--- config.mk ---
export PLATFORM = sky130hd
export DESIGN_NAME = box_table_pairwise_overlap
export DESIGN_NICKNAME = d
export VERILOG_FILES = /design/src/hw/rtl/btpo_pkg.sv /design/src/hw/rtl/btpo_ram.sv /design/src/hw/rtl/btpo_slots.sv /design/src/hw/rtl/box_table_pairwise_overlap.sv
export SDC_FILE = /design/constraint.sdc
export NUM_CORES = 1
export LEC_CHECK = 0
export BUFFER_PORTS_ARGS = -buffer_cell sky130_fd_sc_hd__buf_2
export CORE_MARGIN = 5
export CORE_UTILIZATION = 35
export DETAILED_ROUTE_END_ITERATION = 8
export MAX_ROUTING_LAYER = met4
export PLACE_DENSITY_LB_ADDON = 0.15
export SYNTH_ARGS = -nofsm -noshare
export SYNTH_HDL_FRONTEND = slang
export SYNTH_HIERARCHICAL = 1
export SYNTH_SLANG_ARGS = --single-unit
export TNS_END_PERCENT = 10
--- constraint.sdc ---
create_clock -name clk_i -period 14 [get_ports clk_i]
set_clock_uncertainty 0.15 [all_clocks]
set_input_delay 4.2 -clock clk_i [delete_from_list [all_inputs] [get_ports clk_i]]
set_output_delay 4.2 -clock clk_i [all_outputs]
set_load 0.05 [all_outputs]
--- src/hw/rtl/btpo_pkg.sv ---
`timescale 1ns / 1ps
`default_nettype none

package btpo_pkg;

  localparam int unsigned ID_W  = 4;
  localparam int unsigned COORD_W = 16;
  localparam int unsigned BOX_W = 4 * COORD_W;
  localparam int unsigned ST_W  = 2;
  localparam int unsigned CMD_W = 2;

  // Command codes (s_axis_tuser[1:0])
  localparam logic [CMD_W-1:0] CMD_ADD    = 2'd0;
  localparam logic [CMD_W-1:0] CMD_REMOVE = 2'd1;
  localparam logic [CMD_W-1:0] CMD_UPDATE = 2'd2;
  localparam logic [CMD_W-1:0] CMD_SWEEP  = 2'd3;

  // Kind codes
  localparam logic KIND_STATIC  = 1'b0;
  localparam logic KIND_MOVABLE = 1'b1;

  // Result status codes
  localparam logic [ST_W-1:0] STAT_OK   = 2'd0;
  localparam logic [ST_W-1:0] STAT_FULL = 2'd1;
  localparam logic [ST_W-1:0] STAT_BAD  = 2'd2;

  // Outcome of a table command, slot table to top level
  typedef struct packed {
    logic [ST_W-1:0] status;
    logic [ID_W-1:0] new_id;
    logic            wr_en;
    logic [ID_W-1:0] wr_id;
  } slot_res_t;

  // Packed box: [15:0] left_x, [31:16] top_y, [47:32] right_x, [63:48] bottom_y
  function automatic logic boxes_overlap(input logic [BOX_W-1:0] a,
                                         input logic [BOX_W-1:0] b);
    logic signed [COORD_W-1:0] al, at, ar, ab, bl, bt, br, bb;
    al = a[15:0];  at = a[31:16]; ar = a[47:32]; ab = a[63:48];
    bl = b[15:0];  bt = b[31:16]; br = b[47:32]; bb = b[63:48];
    // touching edges still count
    return !((ab < bt) || (at > bb) || (ar < bl) || (al > br));
  endfunction

endpackage

`default_nettype wire

--- src/hw/rtl/btpo_ram.sv ---
`timescale 1ns / 1ps
`default_nettype none

module btpo_ram #(
  parameter int unsigned WIDTH = 64,
  parameter int unsigned DEPTH = 12
) (
  input  wire logic                     clk_i,
  input  wire logic                     we_i,
  input  wire logic [$clog2(DEPTH)-1:0] waddr_i,
  input  wire logic [WIDTH-1:0]         wdata_i,
  input  wire logic                     re_i,
  input  wire logic [$clog2(DEPTH)-1:0] raddr_i,
  output logic      [WIDTH-1:0]         rdata_o
);

  logic [WIDTH-1:0] mem_q [DEPTH];

  always_ff @(posedge clk_i) begin
    if (we_i) begin
      mem_q[waddr_i] <= wdata_i;
    end
    if (re_i) begin
      rdata_o <= mem_q[raddr_i];
    end
  end

endmodule

`default_nettype wire

--- src/hw/rtl/btpo_slots.sv ---
`timescale 1ns / 1ps
`default_nettype none

module btpo_slots #(
  parameter int unsigned STATIC_SLOTS  = 8,
  parameter int unsigned MOVABLE_SLOTS = 4
) (
  input  wire logic                         clk_i,
  input  wire logic                         rst_ni,
  input  wire logic                         apply_i,
  input  wire logic [btpo_pkg::CMD_W-1:0]   cmd_i,
  input  wire logic                         kind_i,
  input  wire logic [btpo_pkg::ID_W-1:0]    box_id_i,
  output btpo_pkg::slot_res_t               res_o,
  output logic      [STATIC_SLOTS-1:0]      static_used_o,
  output logic      [MOVABLE_SLOTS-1:0]     movable_used_o
);

  localparam int unsigned IW = btpo_pkg::ID_W;
  localparam logic [IW-1:0] S_ID   = IW'(STATIC_SLOTS);
  localparam logic [IW-1:0] ALL_ID = IW'(STATIC_SLOTS + MOVABLE_SLOTS);

  logic [STATIC_SLOTS-1:0]  static_used_q, static_used_d;
  logic [MOVABLE_SLOTS-1:0] movable_used_q, movable_used_d;

  logic            st_found, mv_found;
  logic [IW-1:0]   st_idx, mv_idx;
  logic [IW-1:0]   mv_off;
  logic            st_bit, mv_bit, id_is_st, id_is_mv;

  // lowest free slot of each kind
  always_comb begin
    st_found = 1'b0;
    st_idx   = '0;
    for (int i = STATIC_SLOTS - 1; i >= 0; i--) begin
      if (!static_used_q[i]) begin
        st_found = 1'b1;
        st_idx   = IW'(i);
      end
    end
    mv_found = 1'b0;
    mv_idx   = '0;
    for (int i = MOVABLE_SLOTS - 1; i >= 0; i--) begin
      if (!movable_used_q[i]) begin
        mv_found = 1'b1;
        mv_idx   = IW'(i);
      end
    end
  end

  assign id_is_st = box_id_i < S_ID;
  assign id_is_mv = !id_is_st && (box_id_i < ALL_ID);
  assign mv_off   = box_id_i - S_ID;
  assign st_bit   = id_is_st && |(static_used_q & (STATIC_SLOTS'(1) << box_id_i));
  assign mv_bit   = id_is_mv && |(movable_used_q & (MOVABLE_SLOTS'(1) << mv_off));

  always_comb begin
    res_o          = '0;
    static_used_d  = static_used_q;
    movable_used_d = movable_used_q;
    case (cmd_i)
      btpo_pkg::CMD_ADD: begin
        if (kind_i == btpo_pkg::KIND_MOVABLE) begin
          if (mv_found) begin
            res_o.status   = btpo_pkg::STAT_OK;
            res_o.new_id   = S_ID + mv_idx;
            res_o.wr_en    = 1'b1;
            res_o.wr_id    = S_ID + mv_idx;
            movable_used_d = movable_used_q | (MOVABLE_SLOTS'(1) << mv_idx);
          end else begin
            res_o.status = btpo_pkg::STAT_FULL;
          end
        end else begin
          if (st_found) begin
            res_o.status  = btpo_pkg::STAT_OK;
            res_o.new_id  = st_idx;
            res_o.wr_en   = 1'b1;
            res_o.wr_id   = st_idx;
            static_used_d = static_used_q | (STATIC_SLOTS'(1) << st_idx);
          end else begin
            res_o.status = btpo_pkg::STAT_FULL;
          end
        end
      end
      btpo_pkg::CMD_REMOVE: begin
        res_o.status = btpo_pkg::STAT_BAD;
        if (kind_i == btpo_pkg::KIND_MOVABLE) begin
          if (mv_bit) begin
            res_o.status   = btpo_pkg::STAT_OK;
            movable_used_d = movable_used_q & ~(MOVABLE_SLOTS'(1) << mv_off);
          end
        end else if (st_bit) begin
          res_o.status  = btpo_pkg::STAT_OK;
          static_used_d = static_used_q & ~(STATIC_SLOTS'(1) << box_id_i);
        end
      end
      btpo_pkg::CMD_UPDATE: begin
        res_o.status = (st_bit || mv_bit) ? btpo_pkg::STAT_OK : btpo_pkg::STAT_BAD;
        res_o.wr_en  = st_bit || mv_bit;
        res_o.wr_id  = box_id_i;
      end
      default: begin
        res_o = '0;
      end
    endcase
  end

  always_ff @(posedge clk_i or negedge rst_ni) begin
    if (!rst_ni) begin
      static_used_q  <= '0;
      movable_used_q <= '0;
    end else if (apply_i) begin
      static_used_q  <= static_used_d;
      movable_used_q <= movable_used_d;
    end
  end

  assign static_used_o  = static_used_q;
  assign movable_used_o = movable_used_q;

endmodule

`default_nettype wire

--- src/hw/rtl/box_table_pairwise_overlap.sv ---
`timescale 1ns / 1ps
`default_nettype none

// Box table with all-pairs overlap sweep. Keeps STATIC_SLOTS static and
// MOVABLE_SLOTS movable axis-aligned boxes in one synchronous box RAM, with
// occupancy masks in flops. Input words carry add, remove, update or sweep
// commands; every table command answers with exactly one output word
// (status, new id). A sweep walks each occupied movable box in rising
// slot order and reads it into a holding register, then steps through every
// id in rising order, reading each candidate (occupied static slot, or later
// occupied movable slot) from the RAM and comparing it with the held box.
// One output word per overlapping pair, tlast on the final pair; a sweep
// with no pair gives a single all-zero word with tlast. Touching edges count.
// A sweep also waits out output back-pressure. The walk reads one box at a
// time through the single read port of the box RAM. Boxes of free slots are
// never read, so the RAM needs no clearing after reset. A new word is taken
// while the previous result still waits, provided the output register is
// drained in that cycle.
module box_table_pairwise_overlap #(
  parameter int unsigned STATIC_SLOTS  = 8,
  parameter int unsigned MOVABLE_SLOTS = 4
) (
  input  wire logic        clk_i,
  input  wire logic        rst_ni,
  input  wire logic        s_axis_tvalid_i,
  output logic             s_axis_tready_o,
  // [3:0] box_id, [19:4] left_x, [35:20] top_y, [51:36] right_x,
  // [67:52] bottom_y, [71:68] zero
  input  wire logic [71:0] s_axis_tdata_i,
  // [1:0] cmd, [2] kind
  input  wire logic [2:0]  s_axis_tuser_i,
  output logic             m_axis_tvalid_o,
  input  wire logic        m_axis_tready_i,
  // [1:0] status, [5:2] new_id, [9:6] first_id, [13:10] second_id, [15:14] zero
  output logic [15:0]      m_axis_tdata_o,
  // [0] hit
  output logic             m_axis_tuser_o,
  output logic             m_axis_tlast_o
);

  localparam int unsigned IW  = btpo_pkg::ID_W;
  localparam int unsigned BW  = btpo_pkg::BOX_W;
  localparam int unsigned ALL = STATIC_SLOTS + MOVABLE_SLOTS;
  localparam int unsigned AW  = $clog2(ALL);
  localparam int unsigned JW  = $clog2(ALL + 1);
  localparam int unsigned MW  = $clog2(MOVABLE_SLOTS + 1);

  typedef enum logic [2:0] {
    S_IDLE,
    S_NEXT_M,
    S_LOAD_A,
    S_SCAN,
    S_CMP,
    S_FIN
  } state_e;

  state_e state_q, state_d;

  // input word fields
  logic [btpo_pkg::CMD_W-1:0] in_cmd;
  logic                       in_kind;
  logic [IW-1:0]              in_id;
  logic [BW-1:0]              in_box;

  assign in_cmd  = s_axis_tuser_i[1:0];
  assign in_kind = s_axis_tuser_i[2];
  assign in_id   = s_axis_tdata_i[3:0];
  assign in_box  = s_axis_tdata_i[67:4];

  logic out_free, in_acc;
  btpo_pkg::slot_res_t slot_res;
  logic [STATIC_SLOTS-1:0]  static_used;
  logic [MOVABLE_SLOTS-1:0] movable_used;

  // output register
  logic          out_vld_q, out_vld_d;
  logic [15:0]   out_data_q, out_data_d;
  logic          out_hit_q, out_hit_d;
  logic          out_last_q, out_last_d;

  // sweep walk
  logic [MW-1:0] m_q, m_d;
  logic [JW-1:0] j_q, j_d;
  logic [BW-1:0] a_q, a_d;
  logic          pend_q, pend_d;
  logic [IW-1:0] pend_first_q, pend_first_d;
  logic [IW-1:0] pend_second_q, pend_second_d;

  // RAM read side
  logic          rd_en;
  logic [AW-1:0] rd_addr;
  logic [BW-1:0] rd_data;

  assign out_free        = !out_vld_q || m_axis_tready_i;
  assign s_axis_tready_o = (state_q == S_IDLE) && out_free;
  assign in_acc          = s_axis_tvalid_i && s_axis_tready_o;

  btpo_slots #(
    .STATIC_SLOTS  (STATIC_SLOTS),
    .MOVABLE_SLOTS (MOVABLE_SLOTS)
  ) u_slots (
    .clk_i          (clk_i),
    .rst_ni         (rst_ni),
    .apply_i        (in_acc && (in_cmd != btpo_pkg::CMD_SWEEP)),
    .cmd_i          (in_cmd),
    .kind_i         (in_kind),
    .box_id_i       (in_id),
    .res_o          (slot_res),
    .static_used_o  (static_used),
    .movable_used_o (movable_used)
  );

  btpo_ram #(
    .WIDTH (BW),
    .DEPTH (ALL)
  ) u_box_ram (
    .clk_i   (clk_i),
    .we_i    (in_acc && (in_cmd != btpo_pkg::CMD_SWEEP) && slot_res.wr_en),
    .waddr_i (slot_res.wr_id[AW-1:0]),
    .wdata_i (in_box),
    .re_i    (rd_en),
    .raddr_i (rd_addr),
    .rdata_o (rd_data)
  );

  // candidate test for id j against the held movable box m
  logic          j_is_st, st_bit, mv_bit, m_bit, j_later, cand, hit;
  logic [JW-1:0] j_mv;
  logic [IW-1:0] first_id, j_id;

  assign j_is_st  = j_q < JW'(STATIC_SLOTS);
  assign j_mv     = j_q - JW'(STATIC_SLOTS);
  assign st_bit   = |(static_used & (STATIC_SLOTS'(1) << j_q));
  assign mv_bit   = |(movable_used & (MOVABLE_SLOTS'(1) << j_mv));
  assign m_bit    = |(movable_used & (MOVABLE_SLOTS'(1) << m_q));
  assign j_later  = j_q > (JW'(STATIC_SLOTS) + JW'(m_q));
  assign cand     = j_is_st ? st_bit : (j_later && mv_bit);
  assign first_id = IW'(STATIC_SLOTS) + IW'(m_q);
  assign j_id     = IW'(j_q);
  assign hit      = btpo_pkg::boxes_overlap(a_q, rd_data);

  always_comb begin
    state_d       = state_q;
    out_vld_d     = out_vld_q && !m_axis_tready_i;
    out_data_d    = out_data_q;
    out_hit_d     = out_hit_q;
    out_last_d    = out_last_q;
    m_d           = m_q;
    j_d           = j_q;
    a_d           = a_q;
    pend_d        = pend_q;
    pend_first_d  = pend_first_q;
    pend_second_d = pend_second_q;
    rd_en         = 1'b0;
    rd_addr       = AW'(j_q);

    case (state_q)
      S_IDLE: begin
        if (in_acc) begin
          if (in_cmd == btpo_pkg::CMD_SWEEP) begin
            m_d     = '0;
            pend_d  = 1'b0;
            state_d = S_NEXT_M;
          end else begin
            out_vld_d  = 1'b1;
            out_data_d = {2'b00, {IW{1'b0}}, {IW{1'b0}}, slot_res.new_id, slot_res.status};
            out_hit_d  = 1'b0;
            out_last_d = 1'b1;
          end
        end
      end
      S_NEXT_M: begin
        if (m_q == MW'(MOVABLE_SLOTS)) begin
          state_d = S_FIN;
        end else if (m_bit) begin
          rd_en   = 1'b1;
          rd_addr = AW'(STATIC_SLOTS) + AW'(m_q);
          state_d = S_LOAD_A;
        end else begin
          m_d = m_q + MW'(1);
        end
      end
      S_LOAD_A: begin
        a_d     = rd_data;
        j_d     = '0;
        state_d = S_SCAN;
      end
      S_SCAN: begin
        if (j_q == JW'(ALL)) begin
          m_d     = m_q + MW'(1);
          state_d = S_NEXT_M;
        end else if (cand) begin
          rd_en   = 1'b1;
          state_d = S_CMP;
        end else begin
          j_d = j_q + JW'(1);
        end
      end
      S_CMP: begin
        // a found pair goes to the pending slot; the older one is sent on
        if (!(hit && pend_q && !out_free)) begin
          if (hit) begin
            if (pend_q) begin
              out_vld_d  = 1'b1;
              out_data_d = {2'b00, pend_second_q, pend_first_q, {IW{1'b0}},
                            btpo_pkg::STAT_OK};
              out_hit_d  = 1'b1;
              out_last_d = 1'b0;
            end
            pend_d        = 1'b1;
            pend_first_d  = first_id;
            pend_second_d = j_id;
          end
          j_d     = j_q + JW'(1);
          state_d = S_SCAN;
        end
      end
      S_FIN: begin
        if (out_free) begin
          out_vld_d  = 1'b1;
          out_last_d = 1'b1;
          out_hit_d  = pend_q;
          out_data_d = pend_q ? {2'b00, pend_second_q, pend_first_q, {IW{1'b0}},
                                 btpo_pkg::STAT_OK}
                              : '0;
          pend_d     = 1'b0;
          state_d    = S_IDLE;
        end
      end
      default: begin
        state_d = S_IDLE;
      end
    endcase
  end

  always_ff @(posedge clk_i or negedge rst_ni) begin
    if (!rst_ni) begin
      state_q       <= S_IDLE;
      out_vld_q     <= 1'b0;
      out_data_q    <= '0;
      out_hit_q     <= 1'b0;
      out_last_q    <= 1'b0;
      m_q           <= '0;
      j_q           <= '0;
      a_q           <= '0;
      pend_q        <= 1'b0;
      pend_first_q  <= '0;
      pend_second_q <= '0;
    end else begin
      state_q       <= state_d;
      out_vld_q     <= out_vld_d;
      out_data_q    <= out_data_d;
      out_hit_q     <= out_hit_d;
      out_last_q    <= out_last_d;
      m_q           <= m_d;
      j_q           <= j_d;
      a_q           <= a_d;
      pend_q        <= pend_d;
      pend_first_q  <= pend_first_d;
      pend_second_q <= pend_second_d;
    end
  end

  assign m_axis_tvalid_o = out_vld_q;
  assign m_axis_tdata_o  = out_data_q;
  assign m_axis_tuser_o  = out_hit_q;
  assign m_axis_tlast_o  = out_last_q;

endmodule

`default_nettype wire

==> qor.yml <==
run_status:
  status: "finished, final reports clean"
power_and_ir_drop:
  power_leakage_nw: 14.57
  ir_worst_vdd_mv: 0.1574
  power_density_nw_per_um2: 192.4
floorplanning:
  start_util: 0.3513
  die_w_um: 339.8
  num_rows: 121
  pin_count: 99
  core-area_um2: 108400
  dieArea_um2: 115500
  die_h_um: 339.8
setup_path:
  startpoint_type: "input pin"
  r2r-start: "m_q[1]$_DFFE_PN0P_"
  ff2ff_path_depth: 13
  timing.rr.end: "u_box_ram/rdata_o[32]$_DFFE_PP_"
  rrSetupSlack_ps: 8510
  path_class: "in2out"
  worstPathMaxFanout: 6
  crit_path_end_kind: "output pin"
  cp.required_ps: 9650
  worstPathArrival_ps: 4890
routing:
  ant_nets: 0
  route.detailed.drc: 0
  drt-initial-drc-count: 1375
  viasPerCell: 5.221
  drt_first_pass_iters: 5
  wl_um: 89220
  num_vias: 18946
  post_drt_wl_per_cell_um: 24.58
cts:
  cts_hold_buf: 0
  cts_buffers: 101
  h-tree-depth: 3
  path_clk_slew_ps: 50
  cts_sinks: 944
  cts_tree: "done"
  insertion_delay_ps: 670
  clk_path_buf_depth: 3
  cts_setup_buffers: 0
  post_cts_resized: 0
  cts_root_buf: "clkbuf_16"
global_route:
  overflow: 0
  grt_pass1_vias: 19856
  antenna_found_initial: 11
  grt_max_degree: 109
  grt_usage: 0.1585
  grt_pass1_wl_um: 133000
logic_synthesis:
  yosys.area.top_type: "edfxtp_1"
  ys_ff_latch: 944
  synthesis.instances: 1985
  synth_area_leaders: "edfxtp_1 66%, mux4_2 7.6%, dfrtp_1 7.4%"
  synth_edf_count: 832
  ys_types: 88
  yosys.area.top_type_share: 0.6561
  synth_ff_type: "edfxtp_1"
  ys.warnings.count: 6
  syn-mean-instance-area_um2: 19.18
  synth_commonest_cells: "832 x edfxtp_1, 132 x mux2i_1, 129 x mux4_2"
  syn_area_um2: 38080
  ys_seq_area_frac: 0.7297
  synthMostInstantiatedCell: "edfxtp_1"
  synth-async-reset-ratio: 0.1186
cells_and_area:
  seqCellArea_um2: 27790
  fill_cells: 9673
  layout.nets: 2281
  fin_cells: 3629
  multi_input_area_um2: 9605
  area_delta_synth_final_pct: 14.42
  drive_above_1_share: 0.2542
placement:
  io_buffers: 92
  place.gp.congestion: 0.8281
  hpwlAfterDp_um: 49880
  placedCellCount: 3437
sta:
  whs_ps: 320.9
  min_period_ps: 9236
  rsz0062_at_grt: "no"
  slew_violations: 0
  setup_viol: 0
  setup_tns_ps: 0
  max-slew-margin-rel: 0.2882
  max_freq_ghz: 0.1083
  period_share: 0.6597
  final-hold-violation-count: 0
  worst_pin_slew_ps: 1068
hold_path:
  hold_depth: 1
  min-delay-start: "m_axis_tuser_o$_DFFE_PN0P_"
  min_to: "m_axis_tuser_o$_DFFE_PN0P_"
  hp-class: "reg2reg"
flow_run:
  cap_violations: 0
==> flip-flops by register name (all words and copies together), names as in the netlist <==
signal	count
u_box_ram/mem_q	768
a_q	64
u_box_ram/rdata_o	64
m_axis_tdata_o	14
u_slots/static_used_o	8
j_id	4
pend_first_q	4
pend_second_q	4
u_slots/movable_used_o	4
m_q	3
state_q	3
m_axis_tlast_o	1
m_axis_tuser_o	1
m_axis_tvalid_o	1
pend_q	1
==> cell usage in the layout (no fill, tap or decap), types with 25 or more instances in the layout <==
master and instances:
mux2i_1 132, inv_1 80, o221ai_1 43, a22oi_1 45
a21oi_1 37, dfrtp_1 112, nand2_1 32, edfxtp_1 832
nor2_1 25, buf_2 91, mux2_2 63, clkbuf_1 28
mux4_2 129, buf_4 36, ha_1 76, clkbuf_16 104
==> cell type report <==
cell class | count | area share
clock buffer | 146 | 0.06657
multi-input combinational | 870 | 0.2205
tap | 1414 | 0.04061
antenna | 4 | 0.0002297
timing repair buffer | 129 | 0.01758
inverter | 80 | 0.006892
sequential | 944 | 0.6378
clock inverter | 42 | 0.009908
==> how the worst max path moves through the flow <==
stage,end,start,cells after the start,slack [ps]
after floorplan,u_box_ram/mem_q[0][0]$_DFFE_PP_,s_axis_tdata_i[0],8,3200
after global placement,s_axis_tready_o,m_axis_tready_i,4,4760
after detailed placement,s_axis_tready_o,m_axis_tready_i,4,4770
after CTS,s_axis_tready_o,m_axis_tready_i,4,4760
after global routing,s_axis_tready_o,m_axis_tready_i,4,4710
final,s_axis_tready_o,m_axis_tready_i,4,4760
==> power by group <==
group / total [mW] / switching [mW] / internal, mW
combinational: 2.14 / 1.26 / 0.877
sequential: 3.60 / 0.214 / 3.39
clock: 2.64 / 1.06 / 1.58
total: 8.38 / 2.54 / 5.85
==> kinds of logic after synthesis <==
family | share of synthesized area
DFF | 0.7297
muxes | 0.1337
AOI/OAI and AO/OA | 0.06427
and+or+nand+nor | 0.02540
buffers and inverters | 0.02188
adders and majority gates | 0.02497
other | 0.00009848
==> metal layers <==
metal,global-route usage,wire [µm],up-vias
met1,0.2096,39630,10069
li1,-,-,8393
met4,0.03865,1608,0
met3,0.02768,3935,103
met2,0.2574,44040,381
met5,-,0,-
==> stage by stage <==
stage	area, µm²	worst slack, ps	power (mW)	utilization
floorplan	38080	3200	5.100	-
detailed placement	40230	4765	5.841	0.3711
CTS	43560	4761	8.524	0.4018
global placement	40230	4763	5.812	0.3711
finish	43570	4764	8.381	0.4019
global route	43570	4712	8.820	0.4019
==> critical path, cell delays in order <==
cell and delay [ps]:
buf_2 90, nand2b_1 190, and2_1 150, buf_2 250
Note: power is estimated with default switching activity, not from simulation.
